## config.mk

```make
export PLATFORM = sky130hd
export DESIGN_NAME = bec_var_table
export DESIGN_NICKNAME = d
export VERILOG_FILES = /design/src/design/bec_pkg.sv /design/src/design/bec_var_table.sv
export SDC_FILE = /design/constraint.sdc
export NUM_CORES = 1
export LEC_CHECK = 0
export BUFFER_PORTS_ARGS = -buffer_cell sky130_fd_sc_hd__buf_4
export CORE_MARGIN = 5
export CORE_UTILIZATION = 54
export DETAILED_ROUTE_END_ITERATION = 8
export PLACE_DENSITY = 0.8
export SETUP_SLACK_MARGIN = 0.1
export SLEW_MARGIN = 20
export SYNTH_ARGS = -nofsm -noshare
export SYNTH_HDL_FRONTEND = slang
export SYNTH_SLANG_ARGS = --single-unit
```

## constraint.sdc

```tcl
create_clock -name aclk -period 3 [get_ports aclk]
set_input_delay 0.6 -clock aclk [delete_from_list [all_inputs] [get_ports aclk]]
set_output_delay 0.6 -clock aclk [all_outputs]
set_load 0.01 [all_outputs]
```

## src/design/bec_pkg.sv

```systemverilog
// Shared constants, codes and types of the boolean expression syntax checker.
`default_nettype none

package bec_pkg;

    // Variable table geometry
    localparam int MAX_VARS = 8;
    localparam int CNT_W    = $clog2(MAX_VARS + 1);
    localparam int IDX_W    = (MAX_VARS > 1) ? $clog2(MAX_VARS) : 1;
    localparam logic [CNT_W-1:0] MAX_SLOT = CNT_W'(MAX_VARS);

    // Field widths
    localparam int CHAR_W   = 8;
    localparam int VAR_W    = 4;
    localparam int STATUS_W = 3;
    localparam int DEPTH_W  = 9;
    localparam logic [DEPTH_W-1:0] DEPTH_MAX = 9'd511;

    // Register port
    localparam int ADDR_W   = 5;
    localparam int DATA_W   = 32;
    localparam int REG_IDX_W = 3;

    localparam logic [REG_IDX_W-1:0] REG_OPEN  = 3'd0;
    localparam logic [REG_IDX_W-1:0] REG_CLOSE = 3'd1;
    localparam logic [REG_IDX_W-1:0] REG_AND   = 3'd2;
    localparam logic [REG_IDX_W-1:0] REG_OR    = 3'd3;
    localparam logic [REG_IDX_W-1:0] REG_NOT   = 3'd4;
    localparam logic [REG_IDX_W-1:0] REG_FALSE = 3'd5;
    localparam logic [REG_IDX_W-1:0] REG_TRUE  = 3'd6;

    localparam logic [CHAR_W-1:0] RST_OPEN  = 8'd40;
    localparam logic [CHAR_W-1:0] RST_CLOSE = 8'd41;
    localparam logic [CHAR_W-1:0] RST_AND   = 8'd42;
    localparam logic [CHAR_W-1:0] RST_OR    = 8'd43;
    localparam logic [CHAR_W-1:0] RST_NOT   = 8'd47;
    localparam logic [CHAR_W-1:0] RST_FALSE = 8'd48;
    localparam logic [CHAR_W-1:0] RST_TRUE  = 8'd49;

    typedef enum logic [STATUS_W-1:0] {
        ERR_NONE    = 3'd0,
        ERR_BRACKET = 3'd1,
        ERR_VARS    = 3'd2,
        ERR_OPER    = 3'd3,
        ERR_NOT     = 3'd4,
        ERR_LAST    = 3'd5
    } err_t;

    typedef enum logic [1:0] {
        KIND_OPERAND = 2'd0,
        KIND_BIN     = 2'd1,
        KIND_NOT     = 2'd2
    } kind_t;

    typedef enum logic [2:0] {
        CL_OPEN,
        CL_CLOSE,
        CL_BIN,
        CL_NOT,
        CL_CONST,
        CL_VAR
    } class_t;

    typedef enum logic [1:0] {
        ST_IDLE,
        ST_EVAL,
        ST_SCAN,
        ST_DONE
    } state_t;

    // Requests into the variable table
    typedef struct packed {
        logic              start;
        logic              clear;
        logic [CHAR_W-1:0] char_code;
    } tbl_req_t;

    // Answers from the variable table
    typedef struct packed {
        logic             done;
        logic             full;
        logic [CNT_W-1:0] slot;
        logic [CNT_W-1:0] count;
    } tbl_rsp_t;

endpackage

`default_nettype wire

```

## src/design/bec_var_table.sv

```systemverilog
// Variable name table with a one-slot-per-cycle sequential lookup.
`default_nettype none

module bec_var_table
    import bec_pkg::*;
(
    input  wire logic     aclk,
    input  wire logic     aresetn,
    input  wire tbl_req_t req,
    output tbl_rsp_t      rsp
);

    logic [CHAR_W-1:0] names_mem [MAX_VARS];

    logic              busy_reg, busy_next;
    logic [CNT_W-1:0]  issue_idx_reg, issue_idx_next;
    logic              cmp_vld_reg;
    logic [CNT_W-1:0]  cmp_idx_reg;
    logic [CHAR_W-1:0] rd_reg;
    logic [CNT_W-1:0]  count_reg, count_next;
    logic              done_reg;
    logic              full_reg, full_next;
    logic [CNT_W-1:0]  slot_reg, slot_next;

    logic match;
    logic issue;
    logic finish_hit;
    logic finish_miss;
    logic add;

    // Filled slots are contiguous from zero, so the count marks which are valid
    always_comb begin
        match       = cmp_vld_reg && (rd_reg == req.char_code);
        issue       = busy_reg && !match && (issue_idx_reg < count_reg);
        finish_hit  = busy_reg && match;
        finish_miss = busy_reg && !match && (issue_idx_reg == count_reg);
        add         = finish_miss && (count_reg < MAX_SLOT);

        busy_next = busy_reg;
        if (req.start) begin
            busy_next = 1'b1;
        end else if (finish_hit || finish_miss) begin
            busy_next = 1'b0;
        end

        issue_idx_next = issue_idx_reg;
        if (req.start) begin
            issue_idx_next = '0;
        end else if (issue) begin
            issue_idx_next = issue_idx_reg + 1'b1;
        end

        count_next = count_reg;
        if (req.clear) begin
            count_next = '0;
        end else if (add) begin
            count_next = count_reg + 1'b1;
        end

        slot_next = slot_reg;
        full_next = full_reg;
        if (finish_hit) begin
            slot_next = cmp_idx_reg;
            full_next = 1'b0;
        end else if (finish_miss) begin
            slot_next = add ? count_reg : MAX_SLOT;
            full_next = !add;
        end
    end

    always_ff @(posedge aclk) begin
        if (!aresetn) begin
            busy_reg    <= 1'b0;
            cmp_vld_reg <= 1'b0;
            count_reg   <= '0;
            done_reg    <= 1'b0;
        end else begin
            busy_reg    <= busy_next;
            cmp_vld_reg <= issue;
            count_reg   <= count_next;
            done_reg    <= finish_hit || finish_miss;
        end
    end

    always_ff @(posedge aclk) begin
        issue_idx_reg <= issue_idx_next;
        cmp_idx_reg   <= issue_idx_reg;
        slot_reg      <= slot_next;
        full_reg      <= full_next;
    end

    // Name store: one write port, one registered read port
    always_ff @(posedge aclk) begin
        if (add) begin
            names_mem[count_reg[IDX_W-1:0]] <= req.char_code;
        end
        if (issue) begin
            rd_reg <= names_mem[issue_idx_reg[IDX_W-1:0]];
        end
    end

    assign rsp.done  = done_reg;
    assign rsp.full  = full_reg;
    assign rsp.slot  = slot_reg;
    assign rsp.count = count_reg;

`ifndef SYNTHESIS
    a_count_range: assert property (@(posedge aclk) disable iff (!aresetn)
        count_reg <= MAX_SLOT)
        else $error("variable count beyond table size");
`endif

endmodule

`default_nettype wire

```

Word level (Yosys, flattened, before mapping)
Memory sizes are Yosys's and may differ from the RTL's. A register that Yosys moved wholly into a read port is not among the register bits.
Index checks and enable logic that the tools add are counted.
{ "word_totals": {"input_bits": 12, "output_inout_bits": 10, "memories": 1, "mem_bits_rw": 64, "regBits": 20, "elab_cells": 35} }
{ "memory_table": {"columns": ["memory", "depth", "word_bits", "rd", "rd_ports_with_merged_regs", "wr", "line_no", "source"], "rows": [
  ["names_mem", 8, 8, 1, 1, 1, "bec_var_table.sv:13", "logic [CHAR_W-1:0] names_mem [MAX_VARS];"]
]} }
{ "classes": {"n_lt_le_gt_ge": 2, "addsub": 2, "mux": 7, "n_bitwise": 1, "eq_ne": 2, "n_reduce_logical": 12} }
{ "ops": {"columns": ["operator", "count"], "rows": [
  ["$mux W4", 3],
  ["$add A4 B1 Y4 const B", 2],
  ["$eq A8 B8 Y1", 1],
  ["$logic_and A1 B1 Y1", 6],
  ["$eq A4 B4 Y1", 1],
  ["$lt A4 B4 Y1", 1],
  ["$lt A4 B4 Y1 const B", 1],
  ["$mux W1", 4],
  ["$reduce_bool A2 Y1", 2],
  ["$logic_not A1 Y1", 2],
  ["$reduce_or A2 Y1", 1],
  ["$logic_or A1 B1 Y1", 1],
  ["$not A1 Y1", 1]
]} }

Logic depth before layout (Yosys ltp)
Gate-level depths: netlist of the first run.
{ "logic_depth": {"ltp_word": 9, "depth_mapped": 10, "depth_no_buf": 7} }

Worst setup path after synthesis of the first run
No wires, ideal clock.
{ "synth_path": {"path_kind": "reg-to-reg", "from": "reg issue_idx_reg[0]", "to": "mem names_mem[1][0], enable pin", "arrival_time_ns": 2.587, "path_buffers": 3, "path_stages_with_launch": 10, "required_ns": 2.602, "setup_time_ns": 0.398, "period_less_slack_ns": 2.985, "slack_ns": 0.015, "cell_sequence": "dfxtp_1 -> buf_6 -> buf_6 -> inv_1 -> ha_1 -> nand4_1 -> nor3b_2 -> o31ai_2 -> buf_4 -> nor4b_1"} }
{ "synth_via": {"elab_chain_cells": 5} }
{ "synth_lines": {"columns": ["element", "line_no", "source"], "rows": [
  ["start, declared", "bec_var_table.sv:16", "logic [CNT_W-1:0] issue_idx_reg, issue_idx_next;"],
  ["start signal, assigned", "bec_var_table.sv:86", "issue_idx_reg <= issue_idx_next;"],
  ["$eq A4 B4 Y1", "bec_var_table.sv:36", "finish_miss = busy_reg && !match && (issue_idx_reg == count_reg);"],
  ["$logic_and A1 B1 Y1", "bec_var_table.sv:36", null],
  ["$logic_and A1 B1 Y1", "bec_var_table.sv:37", "add = finish_miss && (count_reg < MAX_SLOT);"],
  ["$mux W1", "bec_var_table.sv:94", "if (add) begin"],
  ["$mux W1 (implied by the code)", "bec_var_table.sv:95", "names_mem[count_reg[IDX_W-1:0]] <= req.char_code;"],
  ["end, declared", "bec_var_table.sv:13", null]
]} }
Every way passes these cells.

Worst setup path after layout of the first run
{ "layout_path": {"from": "reg count_reg[2]", "to": "mem names_mem[6][0], enable pin"} }
{ "layout_via": {"elab_chain_cells": 5, "elab_cells_between_ends": 6, "classes_between": "order compare: 1; eq/ne: 1; mux: 2; reduce/logical: 2"} }
{ "layout_lines": {"columns": ["element", "line_no", "source"], "rows": [
  ["start, declared", "bec_var_table.sv:20", "logic [CNT_W-1:0] count_reg, count_next;"],
  ["start signal, assigned", "bec_var_table.sv:80", "count_reg <= count_next;"],
  ["branches (longest 5 deep; another with $lt A4 B4 Y1)", null, null]
]} }
Several ways; the timed one is not identified.

==> results of run 1 <==
[per-stage QoR]
stage	cell area (sq um)	setup slack [ns]	instances	hold slack, ns	total power, mW
2_1_floorplan	3780	0.0145	216	0.363	1.48
3_3_place_gp	4130	0.375	341	0.387	1.53
3_5_place_dp	4130	0.336	341	0.378	1.53
4_1_cts	4320	0.326	357	0.397	2.31
5_1_grt	4320	0.116	357	0.413	2.37
6_report	4320	0.276	357	0.398	2.29
[area by class of cell]
cell class	count	area share (%)
multi-input cells	104	24.8
clock inverters	7	1.56
clock buffers	9	2.87
well taps	96	2.78
repair buffers	40	6.95
inverters	9	0.782
flip-flops and latches	92	60.2
[metal layers]
metal	global-route usage [%]	vias up	part of all wire (%)
met1	20.7	987	42
li1	-	923	-
met4	8.30	0	1.3
met2	27.8	39	52
met5	0	-	0
met3	3.69	10	4.3
[report_power, final]
part	switching [mW]	internal (mW)	leakage, nW
logic	0.0529	0.0461	0.536
clock network	0.408	0.381	0.0943
registers	0.00598	1.39	0.817
total	0.467	1.82	1.45
[logic make-up (layout without fill, tap and decap cells)]
logic type | after synthesis | count (layout)
AND/OR/NAND/NOR | 46 | 46
adder cells (fa/ha/maj) | 6 | 6
AO/OA/AOI/OAI | 15 | 15
buffers and inverters | 20 | 65
XOR/XNOR | 9 | 9
multiplexers | 28 | 28
flip-flops | 92 | 92
[worst max-delay path: stages (launching register included)]
cell and delay, ns:
dfxtp_1 0.49, inv_1 0.19, ha_1 0.35, nand4_1 0.17, nor3b_2 0.26, o31ai_2 0.24
nor4_1 0.47, buf_4 0.26
[path summary, 6_finish.rpt]
path / startpoint / end / slack [ns] / depth (start not counted)
worst min register to register: issue_idx_reg[3] / cmp_idx_reg[3] / 0.40 / 0
worst min-delay path: issue_idx_reg[3] / cmp_idx_reg[3] / 0.40 / 0
worst max-delay path: count_reg[2] / names_mem[6][0] / 0.28 / 7
worst max register to register: count_reg[2] / names_mem[6][0] / 0.28 / 7
[cells in the final DEF (no fill, tap or decap)]
cell type	count
o31ai_1	2
nor4_1	2
clkbuf_8	9
o21ai_0	4
o31ai_2	1
nor2b_1	2
mux2_2	9
mux4_1	11
bufinv_16	1
clkinvlp_4	1
nand2b_1	3
nor3b_2	2
and2_1	2
edfxtp_1	76
ha_1	6
dfxtp_1	16
o21a_1	3
nor4_2	2
a31oi_1	1
buf_4	40
nor2_1	7
xor2_1	1
nand4_1	3
o22ai_1	1
inv_1	9
a21oi_1	3
clkinv_4	2
clkinv_1	2
mux2_4	1
mux4_2	5
nor3_1	3
clkinv_2	1
nand3_1	7
or4_1	1
mux2i_1	2
xnor2_1	8
nor4b_2	2
nand2_1	9
nor3_2	1
==> run_results.csv, run 1 <==
group,metric,value,unit
die,die-area,8780,sq um
placement,io_buffers,21,
finish,postLayoutCoreUtil,63.6,%
timing,clock_skew,0.0116,ns
drt,first_pass_iters,6,
clock_network,clkSlewWorstSetupHoldPaths,0.09,ns
timing,worst_pin_slew,0.980,ns
synth,synth_top_family_by_area,"multiplexers",
synth,synth_simple_gate_area_share,6.81,%
synth,yosys_warnings,0,
clock_network,insertion_delay,0.35,ns
drt,initialDrtViolationCount,207,
synth,synthXorXnorAreaFrac,2.08,%
synth,synthAdderAreaFrac,1.98,%
synth,synthTopCellsByCount,"edfxtp_1, dfxtp_1, mux4_1",
die,rows,30,
die,io-pin-count,22,
synth,synthMuxAreaShare,14.2,%
clock_network,cts_buffer_depth,2,
placement,place_congestion,0.837,
global_routing,grt_pass1_vias,1974,
timing,fmax,367,MHz
global_routing,grt_max_degree,21,
power_and_ir_drop,p_leak,1.45,nW
global_routing,grtUsageTotal,16.7,%
synth,ys_ff_latch,92,
synth,synth_compound_area_share,2.58,%
timing,final_max_slew_viol_count,0,
die,core_area,6790,sq um
drt,vias,1959,
synth,synth_edf_count,76,
synth,postSynthAreaPerCell,17.5,sq um
clock_network,numCtsBuffers,9,
clock_network,cts-root-buf,"clkbuf_8",
finish,synthToLayoutAreaGrowth,14.1,%
timing,finalHoldViolations,0,
synth,syn_inst,216,
timing,setup_viol,0,
finish,antennaDiodeCount,0,
min_path,min_path_type,"flop to flop",
synth,post-synth-top-area-cell,"edfxtp_1",
clock_network,h-tree-depth,3,
drt,ant_nets,0,
timing,relSlewSlack,34.3,%
finish,largest_register_ffs,64,
drt,via_per_inst,5.49,
finish,nets,274,
run,maxCapViolCount,0,
setup_path,path_max_fanout,13,
setup_path,critical_path_class,"flop to flop",
synth,syn-cell-area,3780,sq um
power_and_ir_drop,ir_drop,0.359,mV
finish,multi_input_area,1070,sq um
die,fp.dieH,93.7,microns
finish,layout-drive-gt1-share,29.5,%
drt,wl,6730,microns
synth,ys_async_sr_fraction,0,%
clock_network,clock_sinks,92,
power_and_ir_drop,p_per_area,530,nW/um^2
drt,remaining_drc_errors,0,
clock_network,cts_setup_buffers,0,
clock_network,cts_tree,"built",
global_routing,grt_pass1_wl,10600,microns
synth,synth.distinct_cells,36,
timing,fin_crit_sh,90.8,%
synth,synth_top_area_share,60.3,%
setup_path,critPathRequiredTime,3.06,ns
timing,setup_tns,0,ns
drt,wl_per_cell,18.8,microns
synth,yosysMostFrequentCell,"edfxtp_1",
timing,fin_crit,2.72,ns
clock_network,cts_resized,0,
clock_network,holdBufCountCts,0,
synth,synth_flop_cell,"edfxtp_1",
status,outcome,"finished, final reports clean",
finish,nFillCells,457,
synth,syn_nets,234,
synth,ys_seq_area_share,68.8,%
finish,register_area,2600,sq um
timing,rsz0062_at_grt,"false",
global_routing,grt_overflow,0,
die,dieWidth,93.7,microns
placement,dpl.hpwl,4490,microns
synth,ys_top_cells_by_area,"edfxtp_1, dfxtp_1, mux4_1",
die,initial_utilization,55.7,%
setup_path,cp-start-kind,"flop",
setup_path,arrival,2.78,ns
setup_path,critPathCaptureType,"flop",
global_routing,antenna_found_initial,0,
Note: power is estimated with default switching activity, not from simulation.
==> run 2, diff against run 1 <==
--- a/config.mk
+++ b/config.mk
@@ -10,6 +10,7 @@
 export CORE_UTILIZATION = 54
 export DETAILED_ROUTE_END_ITERATION = 8
 export PLACE_DENSITY = 0.8
+export REMOVE_ABC_BUFFERS = 1
 export SETUP_SLACK_MARGIN = 0.1
 export SLEW_MARGIN = 20
 export SYNTH_ARGS = -nofsm -noshare
==> run 2 against run 1 <==
Net effect: design area up 0.41%; via count is 0.15% lower; non-clock buffer count increased by 3; first-iteration DRC count shrank 44%; power decreased by 1.9%; sequential cell count did not move; combinational power is 6% higher; hold slack improved by 0.0076 ns; wire length increased by 3.5%; setup slack better by 0.29 ns; sequential share of layout area down 0.24 points; maximum frequency increased by 12%; largest cell class unchanged.
==> run_results.csv, run 2 (synthesis gave the netlist of run 1 again) <==
group,metric,value,unit
status,outcome,"finished, final reports clean",
clock_network,cts_tree,"built",
finish,synthToLayoutAreaGrowth,14.6,%
timing,relSlewSlack,30.8,%
setup_path,critical_path_class,"flop to flop",
global_routing,grt_max_degree,21,
drt,wl,6960,microns
timing,fmax,411,MHz
timing,final_max_slew_viol_count,0,
global_routing,grt_overflow,0,
setup_path,critPathCaptureType,"flop",
timing,fin_ws,0.564,ns
die,fp.dieH,93.7,microns
finish,antennaDiodeCount,0,
global_routing,antenna_found_initial,0,
timing,setup_tns,0,ns
finish,final_cell_mix,"edfxtp_1, buf_4, dfxtp_1",
clock_network,cts-root-buf,"clkbuf_8",
placement,place_congestion,0.776,
drt,wl_per_cell,19.3,microns
die,initial_utilization,55.7,%
timing,worst_pin_slew,1.03,ns
setup_path,arrival,2.41,ns
drt,via_per_inst,5.43,
placement,dpl.hpwl,4630,microns
clock_network,holdBufCountCts,0,
finish,largest_register_ffs,64,
placement,io_buffers,21,
drt,ant_nets,0,
clock_network,cts_buffer_depth,2,
power_and_ir_drop,p_per_area,517,nW/um^2
min_path,min_path_type,"flop to flop",
die,rows,30,
die,io-pin-count,22,
clock_network,insertion_delay,0.35,ns
die,core_area,6790,sq um
setup_path,path_max_fanout,8,
global_routing,grt_pass1_wl,11000,microns
timing,finalHoldViolations,0,
drt,remaining_drc_errors,0,
die,die-area,8780,sq um
clock_network,cts_setup_buffers,0,
run,maxCapViolCount,0,
setup_path,cp-start-kind,"flop",
clock_network,h-tree-depth,3,
setup_path,critPathRequiredTime,2.97,ns
clock_network,cts_resized,0,
timing,rsz0062_at_grt,"false",
power_and_ir_drop,finalPower,2.24,mW
clock_network,numCtsBuffers,9,
timing,fin_crit,2.44,ns
drt,initialDrtViolationCount,115,
finish,layout_commonest_cell,"edfxtp_1",
timing,clock_skew,0.00937,ns
global_routing,grtUsageTotal,17.4,%
drt,first_pass_iters,4,
finish,layout-drive-gt1-share,31.4,%
power_and_ir_drop,p_leak,1.45,nW
timing,setup_viol,0,
finish,nets,277,
finish,nFillCells,474,
timing,fin_crit_sh,81.2,%
global_routing,grt_pass1_vias,1965,
placement,post-place-ws,0.561,ns
power_and_ir_drop,ir_drop,0.406,mV
clock_network,clkSlewWorstSetupHoldPaths,0.09,ns
die,dieWidth,93.7,microns
drt,vias,1956,
clock_network,clock_sinks,92,
run 2: cell types whose count changed in the layout (fill, tap and decap cells not counted):
cell        delta
clkinvlp_4     +1
nor4_1         -2
inv_6          +2
clkinv_4       -1
nor4_2         +2
clkinv_1       -1
bufinv_16      -1
buf_4          +3
run 2: final timing paths:
path,from,end,slack [ns],cells past startpoint
worst min-delay path,issue_idx_reg[3],cmp_idx_reg[3],0.41,0
worst max-delay path,count_reg[1],names_mem[4][0],0.56,6
worst min register to register,issue_idx_reg[3],cmp_idx_reg[3],0.41,0
worst max register to register,count_reg[1],names_mem[4][0],0.56,6
run 2: cell type report:
class                   instances  area, sq um  area share (%)
inverters                       9         33.8           0.779
clock inverters                 7         50.0            1.15
repair buffers                 43          323            7.44
well taps                      96          120            2.77
flip-flops and latches         92         2600            60.0
clock buffers                   9          124            2.86
multi-input cells             104         1080            25.0
run 2: per-stage QoR:
| stage | hold WS, ns | utilization (%) | cells | cell area [sq um] |
|---|---|---|---|---|
| CTS | 0.401 | 63.8 | 360 | 4340 |
| floorplan | 0.363 | - | 205 | 3680 |
| global placement | 0.376 | 61.3 | 344 | 4160 |
| finish | 0.406 | 63.8 | 360 | 4340 |
| global route | 0.416 | 63.8 | 360 | 4340 |
| detailed placement | 0.389 | 61.3 | 344 | 4160 |
run 2: critical path, stage by stage, from the launching register on:
cell     delay [ns]
dfxtp_1        0.34
inv_1          0.06
ha_1           0.30
nand4_1        0.14
nor3b_2        0.28
o31ai_2        0.15
nor4_2         0.79
run 2: power by group:
group,switching (mW),total (mW),internal (mW)
clock network,0.434,0.738,0.304
logic,0.0560,0.105,0.0494
registers,0.00615,1.40,1.39
run 2: metal layers:
metal | GRT usage (%) | vias to the layer above | wire length (microns)
met3 | 3.04 | 8 | 255
li1 | - | 930 | -
met4 | 6.38 | 0 | 93
met2 | 28.9 | 42 | 3510
met1 | 23.1 | 976 | 3110
met5 | 0 | - | 0
==> run 3, diff against run 2 <==
--- a/config.mk
+++ b/config.mk
@@ -7,9 +7,9 @@
 export LEC_CHECK = 0
 export BUFFER_PORTS_ARGS = -buffer_cell sky130_fd_sc_hd__buf_4
 export CORE_MARGIN = 5
-export CORE_UTILIZATION = 54
+export CORE_UTILIZATION = 60
 export DETAILED_ROUTE_END_ITERATION = 8
-export PLACE_DENSITY = 0.8
+export PLACE_DENSITY = 0.84
 export REMOVE_ABC_BUFFERS = 1
 export SETUP_SLACK_MARGIN = 0.1
 export SLEW_MARGIN = 20
==> constraint.sdc (replaced) <==
create_clock -name aclk -period 2.3 [get_ports aclk]
set_input_delay 0.46 -clock aclk [delete_from_list [all_inputs] [get_ports aclk]]
set_output_delay 0.46 -clock aclk [all_outputs]
set_load 0.01 [all_outputs]
==> run 3 against run 2 <==
Net effect: utilization grew 9.2 points; critical endpoint is now names_mem[5][6]; highest routed layer unchanged; largest cell class unchanged; sequential power rose by 30%; via count increased by 6.7%; largest power group unchanged.
==> run_results.csv, run 3 (synthesis gave the netlist of run 1 again) <==
group,metric,value,unit
drt,first_pass_iters,4,
global_routing,grt_overflow,0,
placement,place_congestion,0.968,
global_routing,antenna_found_initial,0,
power_and_ir_drop,ir_drop,0.529,mV
die,initial_utilization,60.6,%
placement,placed_cells_incl_taps,331,
timing,worst_pin_slew,0.456,ns
die,io-pin-count,22,
setup_path,worstReg2RegEnd,"names_mem[5][6]",
placement,dpl.hpwl,4990,microns
clock_network,h-tree-depth,3,
setup_path,critPathSlowestCell,"dfxtp_2",
global_routing,grt_max_degree,21,
finish,multi_input_area,1170,sq um
setup_path,cp-start-kind,"flop",
die,rows,29,
finish,register_area,2610,sq um
min_path,min_path_type,"input port to flop",
clock_network,clkSlewWorstSetupHoldPaths,0.09,ns
timing,fin_crit_sh,95.3,%
clock_network,cts_tree,"built",
clock_network,cts-root-buf,"clkbuf_8",
power_and_ir_drop,p_per_area,697,nW/um^2
drt,ant_nets,0,
status,outcome,"finished, final reports clean",
setup_path,path_max_fanout,6,
clock_network,clock_sinks,92,
setup_path,critPathCaptureType,"flop",
drt,remaining_drc_errors,0,
setup_path,critical_path_class,"flop to flop",
finish,final_cell_mix,"edfxtp_1, buf_4, dfxtp_1",
drt,initialDrtViolationCount,172,
clock_network,cts_buffer_depth,2,
timing,final_max_slew_viol_count,0,
die,dieWidth,89.4,microns
timing,setup_viol,0,
min_path,holdPathEnd,"issue_idx_reg[3]",
finish,nets,290,
global_routing,grt_pass1_wl,11700,microns
timing,relSlewSlack,69.3,%
setup_path,arrival,2.26,ns
finish,instances_no_fill,354,
timing,clock_skew,0.0102,ns
drt,wl,7620,microns
die,fp.dieH,89.4,microns
setup_path,crit_chain,"inv_2, ha_4, nand4_1, nor3b_2, o31ai_2, buf_6, nor4b_4, buf_4",
finish,fin_area,4560,sq um
min_path,hp-start,"req[9]",
setup_path,reg2reg_from,"count_reg[2]",
drt,vias,2088,
clock_network,numCtsBuffers,9,
min_path,hold_depth,2,
setup_path,reg2regPathDepth,8,
setup_path,cp_slowest_stage_delay,0.35,ns
power_and_ir_drop,p_leak,1.55,nW
drt,wl_per_cell,21.5,microns
clock_network,insertion_delay,0.35,ns
timing,fin_crit,2.19,ns
global_routing,grtUsageTotal,20.9,%
finish,layout-drive-gt1-share,39.7,%
finish,largest_register_ffs,64,
global_routing,grt_pass1_vias,2118,
timing,rsz0062_at_grt,"true",
drt,via_per_inst,5.90,
finish,synthToLayoutAreaGrowth,20.5,%
die,core_area,6240,sq um
finish,nFillCells,378,
die,die-area,8000,sq um
run,maxCapViolCount,0,
setup_path,critPathRequiredTime,2.37,ns
setup_path,rrSetupSlack,0.11,ns
placement,post_dp_cell_area,4190,sq um
finish,layout_commonest_cell,"edfxtp_1",
placement,io_buffers,21,
finish,antennaDiodeCount,0,
timing,finalHoldViolations,0,
timing,fmax,456,MHz
==> run 3: timing repair <==
| item | in CTS | in global routing |
|---|---|---|
| buffers inserted | 3 | 3 |
| hold buffers | 0 | 0 |
| hold endpoints to repair | 0 | 0 |
| setup endpoints to repair | 48 | 64 |
| pin swaps | 3 | 4 |
| cloned | 0 | 1 |
| resized for setup | 3 | 15 |
==> run 3: area by class of cell <==
cell class | instances | area share [%]
well taps | 77 | 2.11
inverters | 9 | 0.741
clock inverters | 7 | 2.14
repair buffers | 56 | 9.52
multi-input cells | 104 | 25.6
clock buffers | 9 | 2.72
flip-flops and latches | 92 | 57.2
==> run 3: stage by stage <==
| step | hold WS, ns | power, mW | setup slack, ns | util, % | TNS, ns |
|---|---|---|---|---|---|
| global route | 0.309 | 3.29 | 0.00992 | 73.1 | 0 |
| finish | 0.325 | 3.18 | 0.108 | 73.1 | 0 |
| floorplan | 0.363 | 1.93 | -0.907 | - | -49.48 |
| global placement | 0.386 | 2.00 | 0.129 | 67.1 | 0 |
| CTS | 0.317 | 3.18 | 0.0969 | 71.5 | 0 |
| detailed placement | 0.402 | 2.01 | 0.0575 | 67.1 | 0 |
==> run 3: critical path, delay by kind of cell (launching register included) <==
family	cells	cell delay, ns
and+or+nand+nor	3	0.75
buffers and inverters	3	0.41
AOI/OAI and AO/OA	1	0.13
DFF	1	0.35
adders and majority gates	1	0.26
==> run 3: metal layers <==
metal  track usage (%)  vias to the layer above  wire [microns]  share of wire, %
li1                  -                      955               -                 -
met2              35.5                       68            4060                53
met1              26.8                     1056            3040                40
met5                 0                        -               0                 0
met4              7.31                        0              92               1.2
met3              4.15                        9             431               5.7
==> run 3: worst max-delay path by stage <==
stage | start | to | slack, ns | depth (start not counted)
after floorplan | issue_idx_reg[0] | names_mem[1][0] | -0.91 | 6
after global placement | req[6] | rd_reg[3] | 0.13 | 6
after detailed placement | count_reg[2] | names_mem[5][1] | 0.06 | 8
after CTS | count_reg[3] | names_mem[1][0] | 0.1 | 8
after global routing | count_reg[2] | names_mem[5][6] | 0.01 | 8
final | count_reg[2] | names_mem[5][6] | 0.11 | 8
==> run 3: where the power goes <==
group / total, mW / internal (mW) / switching (mW)
Combinational: 0.158 / 0.0741 / 0.0842
Clock: 1.19 / 0.617 / 0.577
Sequential: 1.82 / 1.82 / 0.00516
Total: 3.18 / 2.51 / 0.666
